--- config.mk ---
export PLATFORM = sky130hd
export DESIGN_NAME = nmea_gga_sentence_parser
export DESIGN_NICKNAME = d
export VERILOG_FILES = /design/src/design/nmea_gga_pkg.sv /design/src/design/nmea_gga_sentence_parser.sv
export SDC_FILE = /design/constraint.sdc
export NUM_CORES = 2
export LEC_CHECK = 0
export BUFFER_PORTS_ARGS = -buffer_cell sky130_fd_sc_hd__buf_2
export CAP_MARGIN = 25
export CORE_UTILIZATION = 35
export CTS_CLUSTER_DIAMETER = 40
export CTS_CLUSTER_SIZE = 12
export DETAILED_ROUTE_END_ITERATION = 10
export PLACE_DENSITY = 0.51
export SYNTH_ARGS = -nofsm -noshare
export SYNTH_HDL_FRONTEND = slang
export SYNTH_SLANG_ARGS = --single-unit
--- constraint.sdc ---
create_clock -name clk_i -period 13.4 [get_ports clk_i]
set_input_delay 0.67 -clock clk_i [delete_from_list [all_inputs] [get_ports clk_i]]
set_output_delay 0.67 -clock clk_i [all_outputs]
set_load 0.03 [all_outputs]
--- src/design/nmea_gga_pkg.sv ---
// ----------------------------------------------------------------------------
// nmea_gga_pkg
// Character codes, header tables and fixed-point constants for the GGA parser.
// ----------------------------------------------------------------------------
package nmea_gga_pkg;

  localparam logic [7:0] CH_DOLLAR = 8'h24;
  localparam logic [7:0] CH_CR     = 8'h0D;
  localparam logic [7:0] CH_STAR   = 8'h2A;
  localparam logic [7:0] CH_COMMA  = 8'h2C;
  localparam logic [7:0] CH_PLUS   = 8'h2B;
  localparam logic [7:0] CH_MINUS  = 8'h2D;
  localparam logic [7:0] CH_DOT    = 8'h2E;
  localparam logic [7:0] CH_S      = 8'h53;
  localparam logic [7:0] CH_W      = 8'h57;
  localparam logic [7:0] CH_0      = 8'h30;
  localparam logic [7:0] CH_9      = 8'h39;
  localparam logic [7:0] CH_LA     = 8'h61;
  localparam logic [7:0] CH_LF     = 8'h66;
  localparam logic [7:0] CH_UA     = 8'h41;
  localparam logic [7:0] CH_UF     = 8'h46;

  localparam logic [2:0] HDR_FIRST = 3'd1;
  localparam logic [2:0] HDR_END   = 3'd6;

  localparam logic [3:0] FLD_UTC      = 4'd1;
  localparam logic [3:0] FLD_LAT      = 4'd2;
  localparam logic [3:0] FLD_LAT_HEMI = 4'd3;
  localparam logic [3:0] FLD_LON      = 4'd4;
  localparam logic [3:0] FLD_LON_HEMI = 4'd5;
  localparam logic [3:0] FLD_ALT      = 4'd9;
  localparam logic [3:0] COMMA_MAX    = 4'd15;

  localparam logic [1:0] HEX_DONE = 2'd2;

  localparam logic [19:0] UTC_CAP       = 20'd999999;
  localparam logic [13:0] LAT_WHOLE_CAP = 14'd9999;
  localparam logic [16:0] LON_WHOLE_CAP = 17'd99999;
  localparam logic [20:0] ALT_CAP       = 21'd1000000;
  localparam logic [26:0] LAT_LIMIT     = 27'd90000000;
  localparam logic [29:0] LON_LIMIT     = 30'd180000000;

  // floor(x/100) = (x*M) >> S, exact over the full input width
  localparam logic [20:0] DIV100_M20 = 21'd1342178;
  localparam int          DIV100_S20 = 27;
  localparam logic [14:0] DIV100_M14 = 15'd20972;
  localparam int          DIV100_S14 = 21;
  localparam logic [17:0] DIV100_M17 = 18'd167773;
  localparam int          DIV100_S17 = 24;
  // floor(x/15) for x below 2^25
  localparam logic [25:0] DIV15_M25  = 26'd35791395;
  localparam int          DIV15_S25  = 29;

  typedef struct packed {
    logic       ok;
    logic [3:0] val;
  } hex_t;

  function automatic logic [7:0] gga_char(input logic [2:0] k);
    logic [7:0] ch;
    unique case (k)
      3'd0:    ch = 8'h47;
      3'd1:    ch = 8'h50;
      3'd2:    ch = 8'h47;
      3'd3:    ch = 8'h47;
      3'd4:    ch = 8'h41;
      default: ch = 8'h00;
    endcase
    return ch;
  endfunction

  function automatic logic [7:0] cmd_char(input logic [2:0] k);
    logic [7:0] ch;
    unique case (k)
      3'd0:    ch = 8'h43;
      3'd1:    ch = 8'h4D;
      3'd2:    ch = 8'h44;
      3'd3:    ch = 8'h49;
      3'd4:    ch = 8'h4E;
      default: ch = 8'h00;
    endcase
    return ch;
  endfunction

  function automatic logic [19:0] pow10(input logic [2:0] e);
    logic [19:0] p;
    unique case (e)
      3'd0:    p = 20'd1;
      3'd1:    p = 20'd10;
      3'd2:    p = 20'd100;
      3'd3:    p = 20'd1000;
      3'd4:    p = 20'd10000;
      3'd5:    p = 20'd100000;
      default: p = 20'd0;
    endcase
    return p;
  endfunction

  function automatic hex_t hex_digit(input logic [7:0] c);
    hex_t h;
    h.ok  = 1'b0;
    h.val = 4'd0;
    if (c >= CH_0 && c <= CH_9) begin
      h.ok  = 1'b1;
      h.val = c[3:0];
    end else if ((c >= CH_LA && c <= CH_LF) || (c >= CH_UA && c <= CH_UF)) begin
      h.ok  = 1'b1;
      h.val = c[3:0] + 4'd9;
    end
    return h;
  endfunction

endpackage

--- src/design/nmea_gga_sentence_parser.sv ---
// ----------------------------------------------------------------------------
// nmea_gga_sentence_parser
// Byte-wise GGA sentence parser with checksum check and fixed-point position.
// ----------------------------------------------------------------------------
// one byte beat accepted per cycle while in_ready_o is high; bytes other than CR update state in place
// a CR beat inside a sentence is snapshotted, then passes through a 5-stage conversion pipe
// (divide by 100, remainders, micro scaling, divide by 60, saturate and sign)
// the pipe collapses bubbles, so bytes keep flowing while a result waits
// asynchronous active-low reset clears parser state and all pipe valids
// ----------------------------------------------------------------------------
module nmea_gga_sentence_parser #(
  parameter int FRAC_DIGITS = 4
) (
  input  logic               clk_i,
  input  logic               rst_ni,
  input  logic               in_valid_i,
  output logic               in_ready_o,
  input  logic [7:0]         rx_byte_i,
  output logic               out_valid_o,
  input  logic               out_ready_i,
  output logic               sentence_ok_o,
  output logic               command_seen_o,
  output logic [6:0]         utc_hours_o,
  output logic [6:0]         utc_minutes_o,
  output logic [6:0]         utc_seconds_o,
  output logic signed [27:0] latitude_udeg_o,
  output logic signed [28:0] longitude_udeg_o,
  output logic signed [20:0] altitude_dm_o
);

  localparam int         FW          = $clog2(10 ** FRAC_DIGITS);
  localparam int         SCALE_MICRO = 10 ** (6 - FRAC_DIGITS);
  localparam logic [2:0] FD_CNT      = 3'(FRAC_DIGITS);

  // parser state
  logic          in_sent_q, in_sent_d;
  logic [2:0]    hdr_pos_q, hdr_pos_d;
  logic [1:0]    hdr_match_q, hdr_match_d;
  logic [7:0]    xor_q, xor_d;
  logic          star_q, star_d;
  logic [1:0]    hex_q, hex_d;
  logic [7:0]    rxcs_q, rxcs_d;
  logic [3:0]    comma_q, comma_d;
  logic [19:0]   utc_q, utc_d;
  logic [13:0]   latw_q, latw_d;
  logic [FW-1:0] latf_q, latf_d;
  logic [16:0]   lonw_q, lonw_d;
  logic [FW-1:0] lonf_q, lonf_d;
  logic [20:0]   alt_q, alt_d;
  logic          point_q, point_d;
  logic          stop_q, stop_d;
  logic          started_q, started_d;
  logic [2:0]    cnt_q, cnt_d;
  logic          hlat_q, hlat_d;
  logic          hlon_q, hlon_d;
  logic          halt_q, halt_d;
  logic          hutc_q, hutc_d;

  // pipe handshake
  logic rdy_out, rdy1, rdy2, rdy3, rdy4, rdy5;
  logic in_fire, s1_load;
  logic s1_v_q, s2_v_q, s3_v_q, s4_v_q, s5_v_q, out_v_q;

  // stage 1: snapshot
  logic          s1_ok_q, s1_cmd_q, s1_latn_q, s1_lonn_q, s1_altn_q;
  logic [19:0]   s1_utc_q;
  logic [13:0]   s1_latw_q;
  logic [FW-1:0] s1_latf_q;
  logic [16:0]   s1_lonw_q;
  logic [FW-1:0] s1_lonf_q;
  logic [20:0]   s1_alt_q;
  // stage 2: quotients by 100
  logic          s2_ok_q, s2_cmd_q, s2_latn_q, s2_lonn_q, s2_altn_q;
  logic [19:0]   s2_utc_q;
  logic [13:0]   s2_q1_q;
  logic [13:0]   s2_latw_q;
  logic [6:0]    s2_latdeg_q;
  logic [FW-1:0] s2_latf_q;
  logic [16:0]   s2_lonw_q;
  logic [9:0]    s2_londeg_q;
  logic [FW-1:0] s2_lonf_q;
  logic [20:0]   s2_alt_q;
  // stage 3: remainders
  logic          s3_ok_q, s3_cmd_q, s3_latn_q, s3_lonn_q, s3_altn_q;
  logic [13:0]   s3_q1_q;
  logic [6:0]    s3_q2_q;
  logic [6:0]    s3_sec_q;
  logic [6:0]    s3_latdeg_q, s3_latmin_q;
  logic [FW-1:0] s3_latf_q;
  logic [9:0]    s3_londeg_q;
  logic [6:0]    s3_lonmin_q;
  logic [FW-1:0] s3_lonf_q;
  logic [20:0]   s3_alt_q;
  // stage 4: micro scaling
  logic          s4_ok_q, s4_cmd_q, s4_latn_q, s4_lonn_q, s4_altn_q;
  logic [6:0]    s4_hrs_q, s4_min_q, s4_sec_q;
  logic [26:0]   s4_latdeg_q, s4_latu_q;
  logic [29:0]   s4_londeg_q;
  logic [26:0]   s4_lonu_q;
  logic [20:0]   s4_alt_q;
  // stage 5: minutes to degrees
  logic          s5_ok_q, s5_cmd_q, s5_latn_q, s5_lonn_q, s5_altn_q;
  logic [6:0]    s5_hrs_q, s5_min_q, s5_sec_q;
  logic [26:0]   s5_latdeg_q;
  logic [20:0]   s5_latq_q;
  logic [29:0]   s5_londeg_q;
  logic [20:0]   s5_lonq_q;
  logic [20:0]   s5_alt_q;

  // byte decode
  logic                      is_digit;
  logic [3:0]                dig;
  logic                      num_field, hemi_field;
  logic [2:0]                cnt_inc;
  logic [23:0]               frac_prod;
  logic [FW-1:0]             frac_add;
  logic [23:0]               utc_mul;
  logic [19:0]               utc_next;
  logic [17:0]               latw_mul;
  logic [13:0]               latw_next;
  logic [20:0]               lonw_mul;
  logic [16:0]               lonw_next;
  logic [24:0]               altw_mul;
  logic [20:0]               altw_next;
  logic [21:0]               altf_sum;
  logic [20:0]               altf_next;
  nmea_gga_pkg::hex_t        hex_in;

  assign is_digit   = (rx_byte_i >= nmea_gga_pkg::CH_0) && (rx_byte_i <= nmea_gga_pkg::CH_9);
  assign dig        = rx_byte_i[3:0];
  assign num_field  = (comma_q == nmea_gga_pkg::FLD_UTC) || (comma_q == nmea_gga_pkg::FLD_LAT) ||
                      (comma_q == nmea_gga_pkg::FLD_LON) || (comma_q == nmea_gga_pkg::FLD_ALT);
  assign hemi_field = (comma_q == nmea_gga_pkg::FLD_LAT_HEMI) ||
                      (comma_q == nmea_gga_pkg::FLD_LON_HEMI);
  assign cnt_inc    = cnt_q + 3'd1;
  assign frac_prod  = 24'(dig) * 24'(nmea_gga_pkg::pow10(FD_CNT - cnt_inc));
  assign frac_add   = FW'(frac_prod);

  assign utc_mul   = 24'(utc_q) * 24'd10 + 24'(dig);
  assign utc_next  = (utc_mul > 24'(nmea_gga_pkg::UTC_CAP)) ? nmea_gga_pkg::UTC_CAP
                                                            : utc_mul[19:0];
  assign latw_mul  = 18'(latw_q) * 18'd10 + 18'(dig);
  assign latw_next = (latw_mul > 18'(nmea_gga_pkg::LAT_WHOLE_CAP)) ?
                     nmea_gga_pkg::LAT_WHOLE_CAP : latw_mul[13:0];
  assign lonw_mul  = 21'(lonw_q) * 21'd10 + 21'(dig);
  assign lonw_next = (lonw_mul > 21'(nmea_gga_pkg::LON_WHOLE_CAP)) ?
                     nmea_gga_pkg::LON_WHOLE_CAP : lonw_mul[16:0];
  assign altw_mul  = 25'(alt_q) * 25'd10 + 25'(dig) * 25'd10;
  assign altw_next = (altw_mul > 25'(nmea_gga_pkg::ALT_CAP)) ? nmea_gga_pkg::ALT_CAP
                                                             : altw_mul[20:0];
  assign altf_sum  = 22'(alt_q) + 22'(dig);
  assign altf_next = (altf_sum > 22'(nmea_gga_pkg::ALT_CAP)) ? nmea_gga_pkg::ALT_CAP
                                                             : altf_sum[20:0];
  assign hex_in    = nmea_gga_pkg::hex_digit(rx_byte_i);

  // bubble-collapsing ready chain
  assign rdy_out    = !out_v_q || out_ready_i;
  assign rdy5       = !s5_v_q || rdy_out;
  assign rdy4       = !s4_v_q || rdy5;
  assign rdy3       = !s3_v_q || rdy4;
  assign rdy2       = !s2_v_q || rdy3;
  assign rdy1       = !s1_v_q || rdy2;
  assign in_ready_o = rdy1;
  assign in_fire    = in_valid_i && rdy1;

  always_comb begin
    in_sent_d   = in_sent_q;
    hdr_pos_d   = hdr_pos_q;
    hdr_match_d = hdr_match_q;
    xor_d       = xor_q;
    star_d      = star_q;
    hex_d       = hex_q;
    rxcs_d      = rxcs_q;
    comma_d     = comma_q;
    utc_d       = utc_q;
    latw_d      = latw_q;
    latf_d      = latf_q;
    lonw_d      = lonw_q;
    lonf_d      = lonf_q;
    alt_d       = alt_q;
    point_d     = point_q;
    stop_d      = stop_q;
    started_d   = started_q;
    cnt_d       = cnt_q;
    hlat_d      = hlat_q;
    hlon_d      = hlon_q;
    halt_d      = halt_q;
    hutc_d      = hutc_q;
    s1_load     = 1'b0;
    if (in_fire) begin
      if (rx_byte_i == nmea_gga_pkg::CH_DOLLAR) begin
        in_sent_d   = 1'b1;
        hdr_pos_d   = nmea_gga_pkg::HDR_FIRST;
        hdr_match_d = 2'b11;
        xor_d       = '0;
        star_d      = 1'b0;
        hex_d       = '0;
        rxcs_d      = '0;
        comma_d     = '0;
        utc_d       = '0;
        latw_d      = '0;
        latf_d      = '0;
        lonw_d      = '0;
        lonf_d      = '0;
        alt_d       = '0;
        point_d     = 1'b0;
        stop_d      = 1'b0;
        started_d   = 1'b0;
        cnt_d       = '0;
        hlat_d      = 1'b0;
        hlon_d      = 1'b0;
        halt_d      = 1'b0;
        hutc_d      = 1'b0;
      end else if (in_sent_q) begin
        if (rx_byte_i == nmea_gga_pkg::CH_CR) begin
          in_sent_d = 1'b0;
          s1_load   = 1'b1;
        end else begin
          if (hdr_pos_q >= nmea_gga_pkg::HDR_FIRST && hdr_pos_q < nmea_gga_pkg::HDR_END) begin
            if (rx_byte_i != nmea_gga_pkg::gga_char(hdr_pos_q - 3'd1)) begin
              hdr_match_d[0] = 1'b0;
            end
            if (rx_byte_i != nmea_gga_pkg::cmd_char(hdr_pos_q - 3'd1)) begin
              hdr_match_d[1] = 1'b0;
            end
            hdr_pos_d = hdr_pos_q + 3'd1;
          end
          if (!star_q) begin
            if (rx_byte_i == nmea_gga_pkg::CH_STAR) begin
              star_d = 1'b1;
              hex_d  = '0;
            end else begin
              xor_d = xor_q ^ rx_byte_i;
              if (rx_byte_i == nmea_gga_pkg::CH_COMMA) begin
                if (comma_q != nmea_gga_pkg::COMMA_MAX) begin
                  comma_d = comma_q + 4'd1;
                end
                point_d   = 1'b0;
                stop_d    = 1'b0;
                started_d = 1'b0;
                cnt_d     = '0;
              end else if (num_field && !stop_q) begin
                if (!started_q && (rx_byte_i == nmea_gga_pkg::CH_PLUS ||
                                   rx_byte_i == nmea_gga_pkg::CH_MINUS)) begin
                  started_d = 1'b1;
                  if (rx_byte_i == nmea_gga_pkg::CH_MINUS) begin
                    priority if (comma_q == nmea_gga_pkg::FLD_UTC) begin
                      hutc_d = 1'b1;
                    end else if (comma_q == nmea_gga_pkg::FLD_LAT) begin
                      hlat_d = !hlat_q;
                    end else if (comma_q == nmea_gga_pkg::FLD_LON) begin
                      hlon_d = !hlon_q;
                    end else begin
                      halt_d = 1'b1;
                    end
                  end
                end else begin
                  started_d = 1'b1;
                  if (is_digit) begin
                    if (!point_q) begin
                      priority if (comma_q == nmea_gga_pkg::FLD_UTC) begin
                        utc_d = utc_next;
                      end else if (comma_q == nmea_gga_pkg::FLD_LAT) begin
                        latw_d = latw_next;
                      end else if (comma_q == nmea_gga_pkg::FLD_LON) begin
                        lonw_d = lonw_next;
                      end else begin
                        alt_d = altw_next;
                      end
                    end else if (cnt_q < FD_CNT) begin
                      cnt_d = cnt_inc;
                      priority if (comma_q == nmea_gga_pkg::FLD_LAT) begin
                        latf_d = latf_q + frac_add;
                      end else if (comma_q == nmea_gga_pkg::FLD_LON) begin
                        lonf_d = lonf_q + frac_add;
                      end else if (comma_q == nmea_gga_pkg::FLD_ALT && cnt_q == 3'd0) begin
                        alt_d = altf_next;
                      end
                    end
                  end else if (rx_byte_i == nmea_gga_pkg::CH_DOT && !point_q) begin
                    point_d = 1'b1;
                  end else begin
                    stop_d = 1'b1;
                  end
                end
              end else if (hemi_field && !started_q) begin
                started_d = 1'b1;
                if (comma_q == nmea_gga_pkg::FLD_LAT_HEMI && rx_byte_i == nmea_gga_pkg::CH_S) begin
                  hlat_d = !hlat_q;
                end
                if (comma_q == nmea_gga_pkg::FLD_LON_HEMI && rx_byte_i == nmea_gga_pkg::CH_W) begin
                  hlon_d = !hlon_q;
                end
              end
            end
          end else if (hex_q < nmea_gga_pkg::HEX_DONE) begin
            if (!hex_in.ok) begin
              hex_d = nmea_gga_pkg::HEX_DONE;
            end else begin
              rxcs_d = {rxcs_q[3:0], hex_in.val};
              hex_d  = hex_q + 2'd1;
            end
          end
        end
      end
    end
  end

  always_ff @(posedge clk_i or negedge rst_ni) begin
    if (!rst_ni) begin
      in_sent_q   <= 1'b0;
      hdr_pos_q   <= '0;
      hdr_match_q <= 2'b11;
      xor_q       <= '0;
      star_q      <= 1'b0;
      hex_q       <= '0;
      rxcs_q      <= '0;
      comma_q     <= '0;
      utc_q       <= '0;
      latw_q      <= '0;
      latf_q      <= '0;
      lonw_q      <= '0;
      lonf_q      <= '0;
      alt_q       <= '0;
      point_q     <= 1'b0;
      stop_q      <= 1'b0;
      started_q   <= 1'b0;
      cnt_q       <= '0;
      hlat_q      <= 1'b0;
      hlon_q      <= 1'b0;
      halt_q      <= 1'b0;
      hutc_q      <= 1'b0;
    end else begin
      in_sent_q   <= in_sent_d;
      hdr_pos_q   <= hdr_pos_d;
      hdr_match_q <= hdr_match_d;
      xor_q       <= xor_d;
      star_q      <= star_d;
      hex_q       <= hex_d;
      rxcs_q      <= rxcs_d;
      comma_q     <= comma_d;
      utc_q       <= utc_d;
      latw_q      <= latw_d;
      latf_q      <= latf_d;
      lonw_q      <= lonw_d;
      lonf_q      <= lonf_d;
      alt_q       <= alt_d;
      point_q     <= point_d;
      stop_q      <= stop_d;
      started_q   <= started_d;
      cnt_q       <= cnt_d;
      hlat_q      <= hlat_d;
      hlon_q      <= hlon_d;
      halt_q      <= halt_d;
      hutc_q      <= hutc_d;
    end
  end

  // pipe valids
  always_ff @(posedge clk_i or negedge rst_ni) begin
    if (!rst_ni) begin
      s1_v_q  <= 1'b0;
      s2_v_q  <= 1'b0;
      s3_v_q  <= 1'b0;
      s4_v_q  <= 1'b0;
      s5_v_q  <= 1'b0;
      out_v_q <= 1'b0;
    end else begin
      if (rdy1) begin
        s1_v_q <= s1_load;
      end
      if (rdy2) begin
        s2_v_q <= s1_v_q;
      end
      if (rdy3) begin
        s3_v_q <= s2_v_q;
      end
      if (rdy4) begin
        s4_v_q <= s3_v_q;
      end
      if (rdy5) begin
        s5_v_q <= s4_v_q;
      end
      if (rdy_out) begin
        out_v_q <= s5_v_q;
      end
    end
  end

  // stage 1 snapshot at end of sentence
  always_ff @(posedge clk_i) begin
    if (rdy1 && s1_load) begin
      s1_ok_q   <= (hdr_pos_q >= nmea_gga_pkg::HDR_END) && hdr_match_q[0] && star_q &&
                   (rxcs_q == xor_q);
      s1_cmd_q  <= (hdr_pos_q >= nmea_gga_pkg::HDR_END) && hdr_match_q[1];
      s1_utc_q  <= hutc_q ? '0 : utc_q;
      s1_latw_q <= latw_q;
      s1_latf_q <= latf_q;
      s1_lonw_q <= lonw_q;
      s1_lonf_q <= lonf_q;
      s1_latn_q <= hlat_q;
      s1_lonn_q <= hlon_q;
      s1_altn_q <= halt_q;
      s1_alt_q  <= alt_q;
    end
  end

  // stage 2
  logic [40:0] utc_div_p;
  logic [28:0] lat_div_p;
  logic [34:0] lon_div_p;

  assign utc_div_p = 41'(s1_utc_q) * 41'(nmea_gga_pkg::DIV100_M20);
  assign lat_div_p = 29'(s1_latw_q) * 29'(nmea_gga_pkg::DIV100_M14);
  assign lon_div_p = 35'(s1_lonw_q) * 35'(nmea_gga_pkg::DIV100_M17);

  always_ff @(posedge clk_i) begin
    if (rdy2) begin
      s2_ok_q     <= s1_ok_q;
      s2_cmd_q    <= s1_cmd_q;
      s2_latn_q   <= s1_latn_q;
      s2_lonn_q   <= s1_lonn_q;
      s2_altn_q   <= s1_altn_q;
      s2_alt_q    <= s1_alt_q;
      s2_utc_q    <= s1_utc_q;
      s2_q1_q     <= 14'(utc_div_p >> nmea_gga_pkg::DIV100_S20);
      s2_latw_q   <= s1_latw_q;
      s2_latdeg_q <= 7'(lat_div_p >> nmea_gga_pkg::DIV100_S14);
      s2_latf_q   <= s1_latf_q;
      s2_lonw_q   <= s1_lonw_q;
      s2_londeg_q <= 10'(lon_div_p >> nmea_gga_pkg::DIV100_S17);
      s2_lonf_q   <= s1_lonf_q;
    end
  end

  // stage 3
  logic [28:0] q1_div_p;
  logic [19:0] utc_sec_w;
  logic [13:0] lat_min_w;
  logic [16:0] lon_min_w;

  assign q1_div_p  = 29'(s2_q1_q) * 29'(nmea_gga_pkg::DIV100_M14);
  assign utc_sec_w = s2_utc_q - 20'(s2_q1_q) * 20'd100;
  assign lat_min_w = s2_latw_q - 14'(s2_latdeg_q) * 14'd100;
  assign lon_min_w = s2_lonw_q - 17'(s2_londeg_q) * 17'd100;

  always_ff @(posedge clk_i) begin
    if (rdy3) begin
      s3_ok_q     <= s2_ok_q;
      s3_cmd_q    <= s2_cmd_q;
      s3_latn_q   <= s2_latn_q;
      s3_lonn_q   <= s2_lonn_q;
      s3_altn_q   <= s2_altn_q;
      s3_alt_q    <= s2_alt_q;
      s3_q1_q     <= s2_q1_q;
      s3_q2_q     <= 7'(q1_div_p >> nmea_gga_pkg::DIV100_S14);
      s3_sec_q    <= utc_sec_w[6:0];
      s3_latdeg_q <= s2_latdeg_q;
      s3_latmin_q <= lat_min_w[6:0];
      s3_latf_q   <= s2_latf_q;
      s3_londeg_q <= s2_londeg_q;
      s3_lonmin_q <= lon_min_w[6:0];
      s3_lonf_q   <= s2_lonf_q;
    end
  end

  // stage 4
  logic [13:0] utc_min_w;

  assign utc_min_w = s3_q1_q - 14'(s3_q2_q) * 14'd100;

  always_ff @(posedge clk_i) begin
    if (rdy4) begin
      s4_ok_q     <= s3_ok_q;
      s4_cmd_q    <= s3_cmd_q;
      s4_latn_q   <= s3_latn_q;
      s4_lonn_q   <= s3_lonn_q;
      s4_altn_q   <= s3_altn_q;
      s4_alt_q    <= s3_alt_q;
      s4_hrs_q    <= s3_q2_q;
      s4_min_q    <= utc_min_w[6:0];
      s4_sec_q    <= s3_sec_q;
      s4_latdeg_q <= 27'(s3_latdeg_q) * 27'd1000000;
      s4_latu_q   <= 27'(s3_latmin_q) * 27'd1000000 + 27'(s3_latf_q) * 27'(SCALE_MICRO);
      s4_londeg_q <= 30'(s3_londeg_q) * 30'd1000000;
      s4_lonu_q   <= 27'(s3_lonmin_q) * 27'd1000000 + 27'(s3_lonf_q) * 27'(SCALE_MICRO);
    end
  end

  // stage 5: divide micro-minutes by 60 as a shift by 2 then divide by 15
  logic [50:0] lat_q_p;
  logic [50:0] lon_q_p;

  assign lat_q_p = 51'(s4_latu_q[26:2]) * 51'(nmea_gga_pkg::DIV15_M25);
  assign lon_q_p = 51'(s4_lonu_q[26:2]) * 51'(nmea_gga_pkg::DIV15_M25);

  always_ff @(posedge clk_i) begin
    if (rdy5) begin
      s5_ok_q     <= s4_ok_q;
      s5_cmd_q    <= s4_cmd_q;
      s5_latn_q   <= s4_latn_q;
      s5_lonn_q   <= s4_lonn_q;
      s5_altn_q   <= s4_altn_q;
      s5_alt_q    <= s4_alt_q;
      s5_hrs_q    <= s4_hrs_q;
      s5_min_q    <= s4_min_q;
      s5_sec_q    <= s4_sec_q;
      s5_latdeg_q <= s4_latdeg_q;
      s5_latq_q   <= 21'(lat_q_p >> nmea_gga_pkg::DIV15_S25);
      s5_londeg_q <= s4_londeg_q;
      s5_lonq_q   <= 21'(lon_q_p >> nmea_gga_pkg::DIV15_S25);
    end
  end

  // output register: saturate, sign, zero when not ok
  logic [26:0] lat_sum, lat_mag;
  logic [29:0] lon_sum, lon_mag;
  logic [27:0] lat_res;
  logic [28:0] lon_res;
  logic [20:0] alt_res;

  assign lat_sum = s5_latdeg_q + 27'(s5_latq_q);
  assign lon_sum = s5_londeg_q + 30'(s5_lonq_q);
  assign lat_mag = (lat_sum > nmea_gga_pkg::LAT_LIMIT) ? nmea_gga_pkg::LAT_LIMIT : lat_sum;
  assign lon_mag = (lon_sum > nmea_gga_pkg::LON_LIMIT) ? nmea_gga_pkg::LON_LIMIT : lon_sum;
  assign lat_res = s5_latn_q ? (28'd0 - 28'(lat_mag)) : 28'(lat_mag);
  assign lon_res = s5_lonn_q ? (29'd0 - 29'(lon_mag)) : 29'(lon_mag);
  assign alt_res = s5_altn_q ? (21'd0 - s5_alt_q) : s5_alt_q;

  always_ff @(posedge clk_i) begin
    if (rdy_out) begin
      sentence_ok_o    <= s5_ok_q;
      command_seen_o   <= s5_cmd_q;
      utc_hours_o      <= s5_ok_q ? s5_hrs_q : '0;
      utc_minutes_o    <= s5_ok_q ? s5_min_q : '0;
      utc_seconds_o    <= s5_ok_q ? s5_sec_q : '0;
      latitude_udeg_o  <= s5_ok_q ? signed'(lat_res) : '0;
      longitude_udeg_o <= s5_ok_q ? signed'(lon_res) : '0;
      altitude_dm_o    <= s5_ok_q ? signed'(alt_res) : '0;
    end
  end

  assign out_valid_o = out_v_q;

endmodule
# After elaboration in Yosys (flattened, before gate mapping)
# Index checks and enable logic that the tools add are counted.
word_totals:
  register_bits: 843
  in_bits: 12
  output_inout_bits: 103
  word_cells: 553
classes:
  n_addsub: 25
  multipliers: 22
  magnitude_cmp: 18
  eq_ne: 50
  mux: 238
  n_bitwise: 1
  reduce_logical: 95
ops:
  columns: ["operator", "n"]
  rows:
  - ["2-to-1 mux 14 bit", 38]
  - ["2-to-1 mux 21 bit", 20]
  - ["2-to-1 mux 20 bit", 12]
  - ["2-to-1 mux 17 bit", 14]
  - ["2-to-1 mux 8 bit", 21]
  - ["one-hot mux 17 bit (6 select lines)", 1]
  - ["multiplier 25 x 26 -> 50 bit, second input constant", 2]
  - ["2-to-1 mux 1 bit", 91]
  - ["adder 27 x 21 -> 27 bit", 3]
  - ["multiplier 7 x 14 -> 21 bit, second input constant", 3]
  - ["2-to-1 mux 29 bit", 2]
  - ["2-to-1 mux 27 bit", 2]
  - ["multiplier 14 x 13 -> 26 bit, second input constant", 2]
  - ["== test 8 x 6 -> 1 bit, second input constant", 6]
  - ["AND reduction 12 bit", 4]
  - ["2-to-1 mux 3 bit", 15]
  - ["multiplier 20 x 20 -> 40 bit, second input constant", 1]
  - ["AND reduction 13 bit", 3]
  - ["multiplier 14 x 5 -> 19 bit, second input constant", 2]
  - ["nonzero test 2 bit", 18]
  - ["one-hot mux 7 bit (5 select lines)", 1]
  - ["multiplier 17 x 18 -> 34 bit, second input constant", 1]
  - ["adder 30 x 21 -> 30 bit", 1]
  - ["> comparator 30 x 28 -> 1 bit, second input constant", 1]
  - ["other kinds (79)", 185]

# Depth between registers and ports, before layout
depth:
  word_depth: 19
  depth_mapped: 27
  depth_no_buf: 25

# Worst setup path after synthesis
# No wires, ideal clock.
synth_timing:
  path_type: "in2reg"
  startpoint: "input rx_byte_i[4]"
  endpoint: "register s1_alt_q[0], enable pin"
  setup_ps: 570
  arrival_time_ps: 6185
  required_ps: 12830
  slack_ps: 6645
  path_stages: 5
  n_path_buf: 1
  cell_sequence: "clkbuf_1 or4b_2 nor3_1 nand2_1 nor2_1"
synth_via:
  elab_chain_len: 6
  word_cells_on_any_way: 7
  classes_between: "eq/ne (2); mux (4); reduce/logical (1)"
synth_lines:
  columns: ["element", "line_no", "text"]
  rows:
  - ["start: declaration", "nmea_gga_sentence_parser.sv:18", "input logic [7:0] rx_byte_i,"]
  - ["== test 8 x 4 -> 1 bit", "nmea_gga_sentence_parser.sv:215", "if (rx_byte_i == nmea_gga_pkg::CH_CR) begin"]
  - ["2-to-1 mux 1 bit", "nmea_gga_sentence_parser.sv:215", null]
  - ["2-to-1 mux 1 bit", "nmea_gga_sentence_parser.sv:214", "end else if (in_sent_q) begin"]
  - ["2-to-1 mux 1 bit (*)", "nmea_gga_sentence_parser.sv:191", "if (rx_byte_i == nmea_gga_pkg::CH_DOLLAR) begin"]
  - ["2-to-1 mux 1 bit (*)", "nmea_gga_sentence_parser.sv:190", "if (in_fire) begin"]
  - ["logical AND 1 bit (*)", "nmea_gga_sentence_parser.sv:392", "if (rdy1 && s1_load) begin"]
  - ["end signal: assignment", "nmea_gga_sentence_parser.sv:404", "s1_alt_q <= alt_q;"]
  - ["end: declaration", "nmea_gga_sentence_parser.sv:71", "logic [20:0] s1_alt_q;"]
# Mark *: on every way between the ends. The rest lies on a longest branch, timed or not.
# A chain may end at the register's enable or synchronous reset.

# Final worst setup path
layout_timing:
  startpoint: "register s1_utc_q[13]"
  endpoint: "register s2_q1_q[11], data pin"
layout_via:
  elab_chain_len: 1
layout_lines:
  columns: ["element", "line_no", "text"]
  rows:
  - ["start: declaration", "nmea_gga_sentence_parser.sv:66", "logic [19:0] s1_utc_q;"]
  - ["start signal: assignment", "nmea_gga_sentence_parser.sv:396", "s1_utc_q <= hutc_q ? '0 : utc_q;"]
  - ["multiplier 20 x 20 -> 40 bit", "nmea_gga_sentence_parser.sv:413", "assign utc_div_p = 41'(s1_utc_q) * 41'(nmea_gga_pkg::DIV100_M20);"]
  - ["named net utc_div_p[38]", "nmea_gga_sentence_parser.sv:409", "logic [40:0] utc_div_p;"]
  - ["end signal: assignment", "nmea_gga_sentence_parser.sv:426", "s2_q1_q <= 14'(utc_div_p >> nmea_gga_pkg::DIV100_S20);"]
  - ["end: declaration", "nmea_gga_sentence_parser.sv:75", "logic [13:0] s2_q1_q;"]
# The timed path passes the listed nets, and every way through them passes these cells.

==> results.json <==
{
  "drive_gt1_share_pct": 6.54,
  "ioPinCount": 115,
  "cp-end-kind": "flop",
  "path_clk_slew_ns": 0.05,
  "track_usage_pct": 15.3,
  "hold_buffers": 1,
  "worst-path-max-fanout": 9,
  "netlist_top_cells_area": "edfxtp_1 25%, ha_1 24%, fa_1 16%, inv_1 6.0%, dfrtp_1 4.3%",
  "synth_edf_count": 694,
  "num_vias": 54037,
  "synth_top_area_cell": "edfxtp_1",
  "final.setup_skew_ns": 0.0489,
  "initial_core_util_pct": 35.3,
  "hpwl_um": 145000,
  "cts_sinks": 839,
  "wl_um": 179000,
  "viasPerCell": 4.85,
  "cts_made_buffers": 145,
  "syn_nets": 9949,
  "syn-instance-count": 7688,
  "synth-async-reset-ratio_pct": 17.3,
  "rsz0062_at_grt": "no",
  "die_h_um": 489,
  "tritoncts": "built",
  "diodes": 0,
  "grt-ovfl-total": 0,
  "tns_ns": 0,
  "cts_setup_buffers": 0,
  "slew_violations": 0,
  "dr.pass1.iters": 7,
  "ys_seq_area_share_pct": 29.5,
  "min_period_ns": 7.17,
  "maxCapViolCount": 0,
  "root_buffer": "clkbuf_16",
  "dr.first_iter.drc_count": 2323,
  "h-tree-depth": 4,
  "status": "completed",
  "hp-class": "in -> reg",
  "core_area_sq_mm": 0.235,
  "synth_cell_type_count": 122,
  "area_delta_synth_final_pct": 11.6,
  "synthesis.area_sq_mm": 0.0830,
  "max_slew.worst_pin.slew_ns": 1.07,
  "relSlewSlack_pct": 27.5,
  "cts_max_path_buffers": 3,
  "fin_crit_sh_pct": 53.5,
  "required_ns": 13.87,
  "synthFlopType": "edfxtp_1",
  "die_area_sq_mm": 0.239,
  "insertion_delay_ns": 0.80,
  "setup_viol": 0,
  "cp_data_arrival_time_ns": 7.64,
  "synth_area_per_cell_sq_um": 10.8,
  "die_w_um": 489,
  "drc": 0,
  "ant_nets": 0,
  "cts.repair.resized": 0,
  "routabilityCongestion": 0.861,
  "rows": 178,
  "max_freq_mhz": 140,
  "antenna_found_initial": 8,
  "grt_pass1_vias": 56653,
  "post_drt_wl_per_cell_um": 16.0,
  "portBuffers": 114,
  "grt_max_degree": 78,
  "grt_pass1_wl_um": 296000,
  "synth_warnings": 0,
  "finalHoldViolCount": 0,
  "n_fill_cell": 22831,
  "critPathKind": "reg -> reg",
  "synth_top_area_share_pct": 25.1,
  "synth-seq-cells": 839,
  "final_nets": 10137,
  "start_kind": "flop"
}
-- cells by family after synthesis --
| logic type | synth area share (%) |
|---|---|
| adder cells (fa/ha/maj) | 40.0 |
| AND/OR/NAND/NOR | 8.99 |
| buffers and inverters | 6.59 |
| AO/OA/AOI/OAI | 9.80 |
| flip-flops | 29.5 |
| XOR/XNOR | 4.74 |
| multiplexers | 0.443 |
-- sequential cells by signal, indices dropped and copies added (netlist names), 24 cells and up --
name	flops
s4_londeg_q	24
s5_londeg_q	24
longitude_udeg_o	29
latitude_udeg_o	28
s4_lonu_q	25
s4_latu_q	25
-- cell usage after synthesis, types with 55 or more instances --
cell type / count
a31oi_1: 59
dfrtp_1: 143
nor3_1: 112
nor2_1: 325
o21ai_0: 216
nand3_1: 130
nand2_1: 370
edfxtp_1: 694
fa_1: 670
xnor2_1: 283
nand4_1: 60
and3_1: 55
clkbuf_1: 81
a21o_1: 112
inv_1: 1335
and2_1: 63
ha_1: 1579
nor2b_1: 80
xor2_1: 164
a21oi_1: 286
nand2b_1: 62
-- worst paths after layout --
path                                            start                         to  slack [ns]  depth (start not counted)
setup / recovery           s1_utc_q[13]$_SDFFCE_PP0P_      s2_q1_q[11]$_DFFE_PP_        6.23                         23
hold reg to reg             s4_londeg_q[16]$_DFFE_PP_  s5_londeg_q[16]$_DFFE_PP_        0.39                          0
setup reg to reg           s1_utc_q[13]$_SDFFCE_PP0P_      s2_q1_q[11]$_DFFE_PP_        6.23                         23
max in group asynchronous                      rst_ni      utc_q[16]$_DFFE_PN0P_       11.71                          4
min in group asynchronous                      rst_ni     latw_q[12]$_DFFE_PN0P_        0.56                          2
hold / removal                             in_valid_i      in_sent_q$_DFFE_PN0P_        0.31                          4
-- layout make-up --
| type | instances | area (sq um) | area share [%] |
|---|---|---|---|
| clock buffers | 165 | 3730 | 4.03 |
| multi-input cells | 5406 | 53100 | 57.4 |
| clock inverters | 105 | 1450 | 1.56 |
| well taps | 3150 | 3940 | 4.26 |
| flip-flops and latches | 839 | 24500 | 26.4 |
| repair buffers | 147 | 865 | 0.934 |
| inverters | 1337 | 5020 | 5.43 |
-- layer usage --
metal / wire (um) / part of all wire, % / GRT usage, %
met1: 86600 / 48 / 20.9
met2: 83000 / 46 / 25.5
met3: 5590 / 3.1 / 2.16
met4: 3370 / 1.9 / 3.64
met5: 66 / 0.037 / 0
-- stage by stage --
stage                     hold slack, ns  utilization (%)  setup slack [ns]  instance area, sq um  instances
after CTS                          0.221             39.3              6.18                 92600      11148
after floorplan                    0.374                -              6.65                 83000       7688
after global routing               0.281             39.3              5.74                 92600      11149
final                              0.307             39.3              6.23                 92600      11149
after global placement             0.402             37.1              6.24                 87300      10875
after detailed placement           0.405             37.1              6.23                 87400      10877
-- placed cells by master (no fill, tap or decap), types with 25 or more instances in the layout --
cell and n:
o31ai_1 47, a211oi_1 49, a211o_1 26, nand4_1 60, nand3_1 129, nor2b_1 80, buf_2 114, a21o_1 112
a21boi_0 25, o41ai_1 26, o21a_1 52, edfxtp_1 694, or3_1 35, or2_2 35, dfrtp_1 143, xor2_1 164
fa_1 670, o211ai_1 37, ha_1 1579, clkbuf_16 145, and3_1 55, a21oi_1 286, a31oi_1 59, nand2b_1 61
nor2_1 323, nor3_1 112, mux2i_1 26, buf_4 29, o21ai_0 215, inv_1 1333, nand2_1 369, xnor2_1 283
o21bai_1 38, and2_1 63
-- critical path, stage by stage (launching register included) --
cell and delay [ns]:
edfxtp_1 0.74, ha_1 0.35, fa_1 0.47, fa_1 0.52, inv_1 0.05, fa_1 0.47, inv_1 0.05, fa_1 0.53
inv_1 0.06, fa_1 0.50, fa_1 0.51, inv_1 0.04, ha_1 0.30, a21o_1 0.19, a21oi_1 0.14, nor3_1 0.06
or3_1 0.38, a21o_1 0.21, o21a_1 0.24, a41oi_1 0.28, a211oi_1 0.18, a21o_1 0.24, a211oi_1 0.27, a211oi_1 0.07
Power is left out: the tool's default activity adds up to more than one toggle a clock period on the data nets, which glitch-free logic cannot reach.
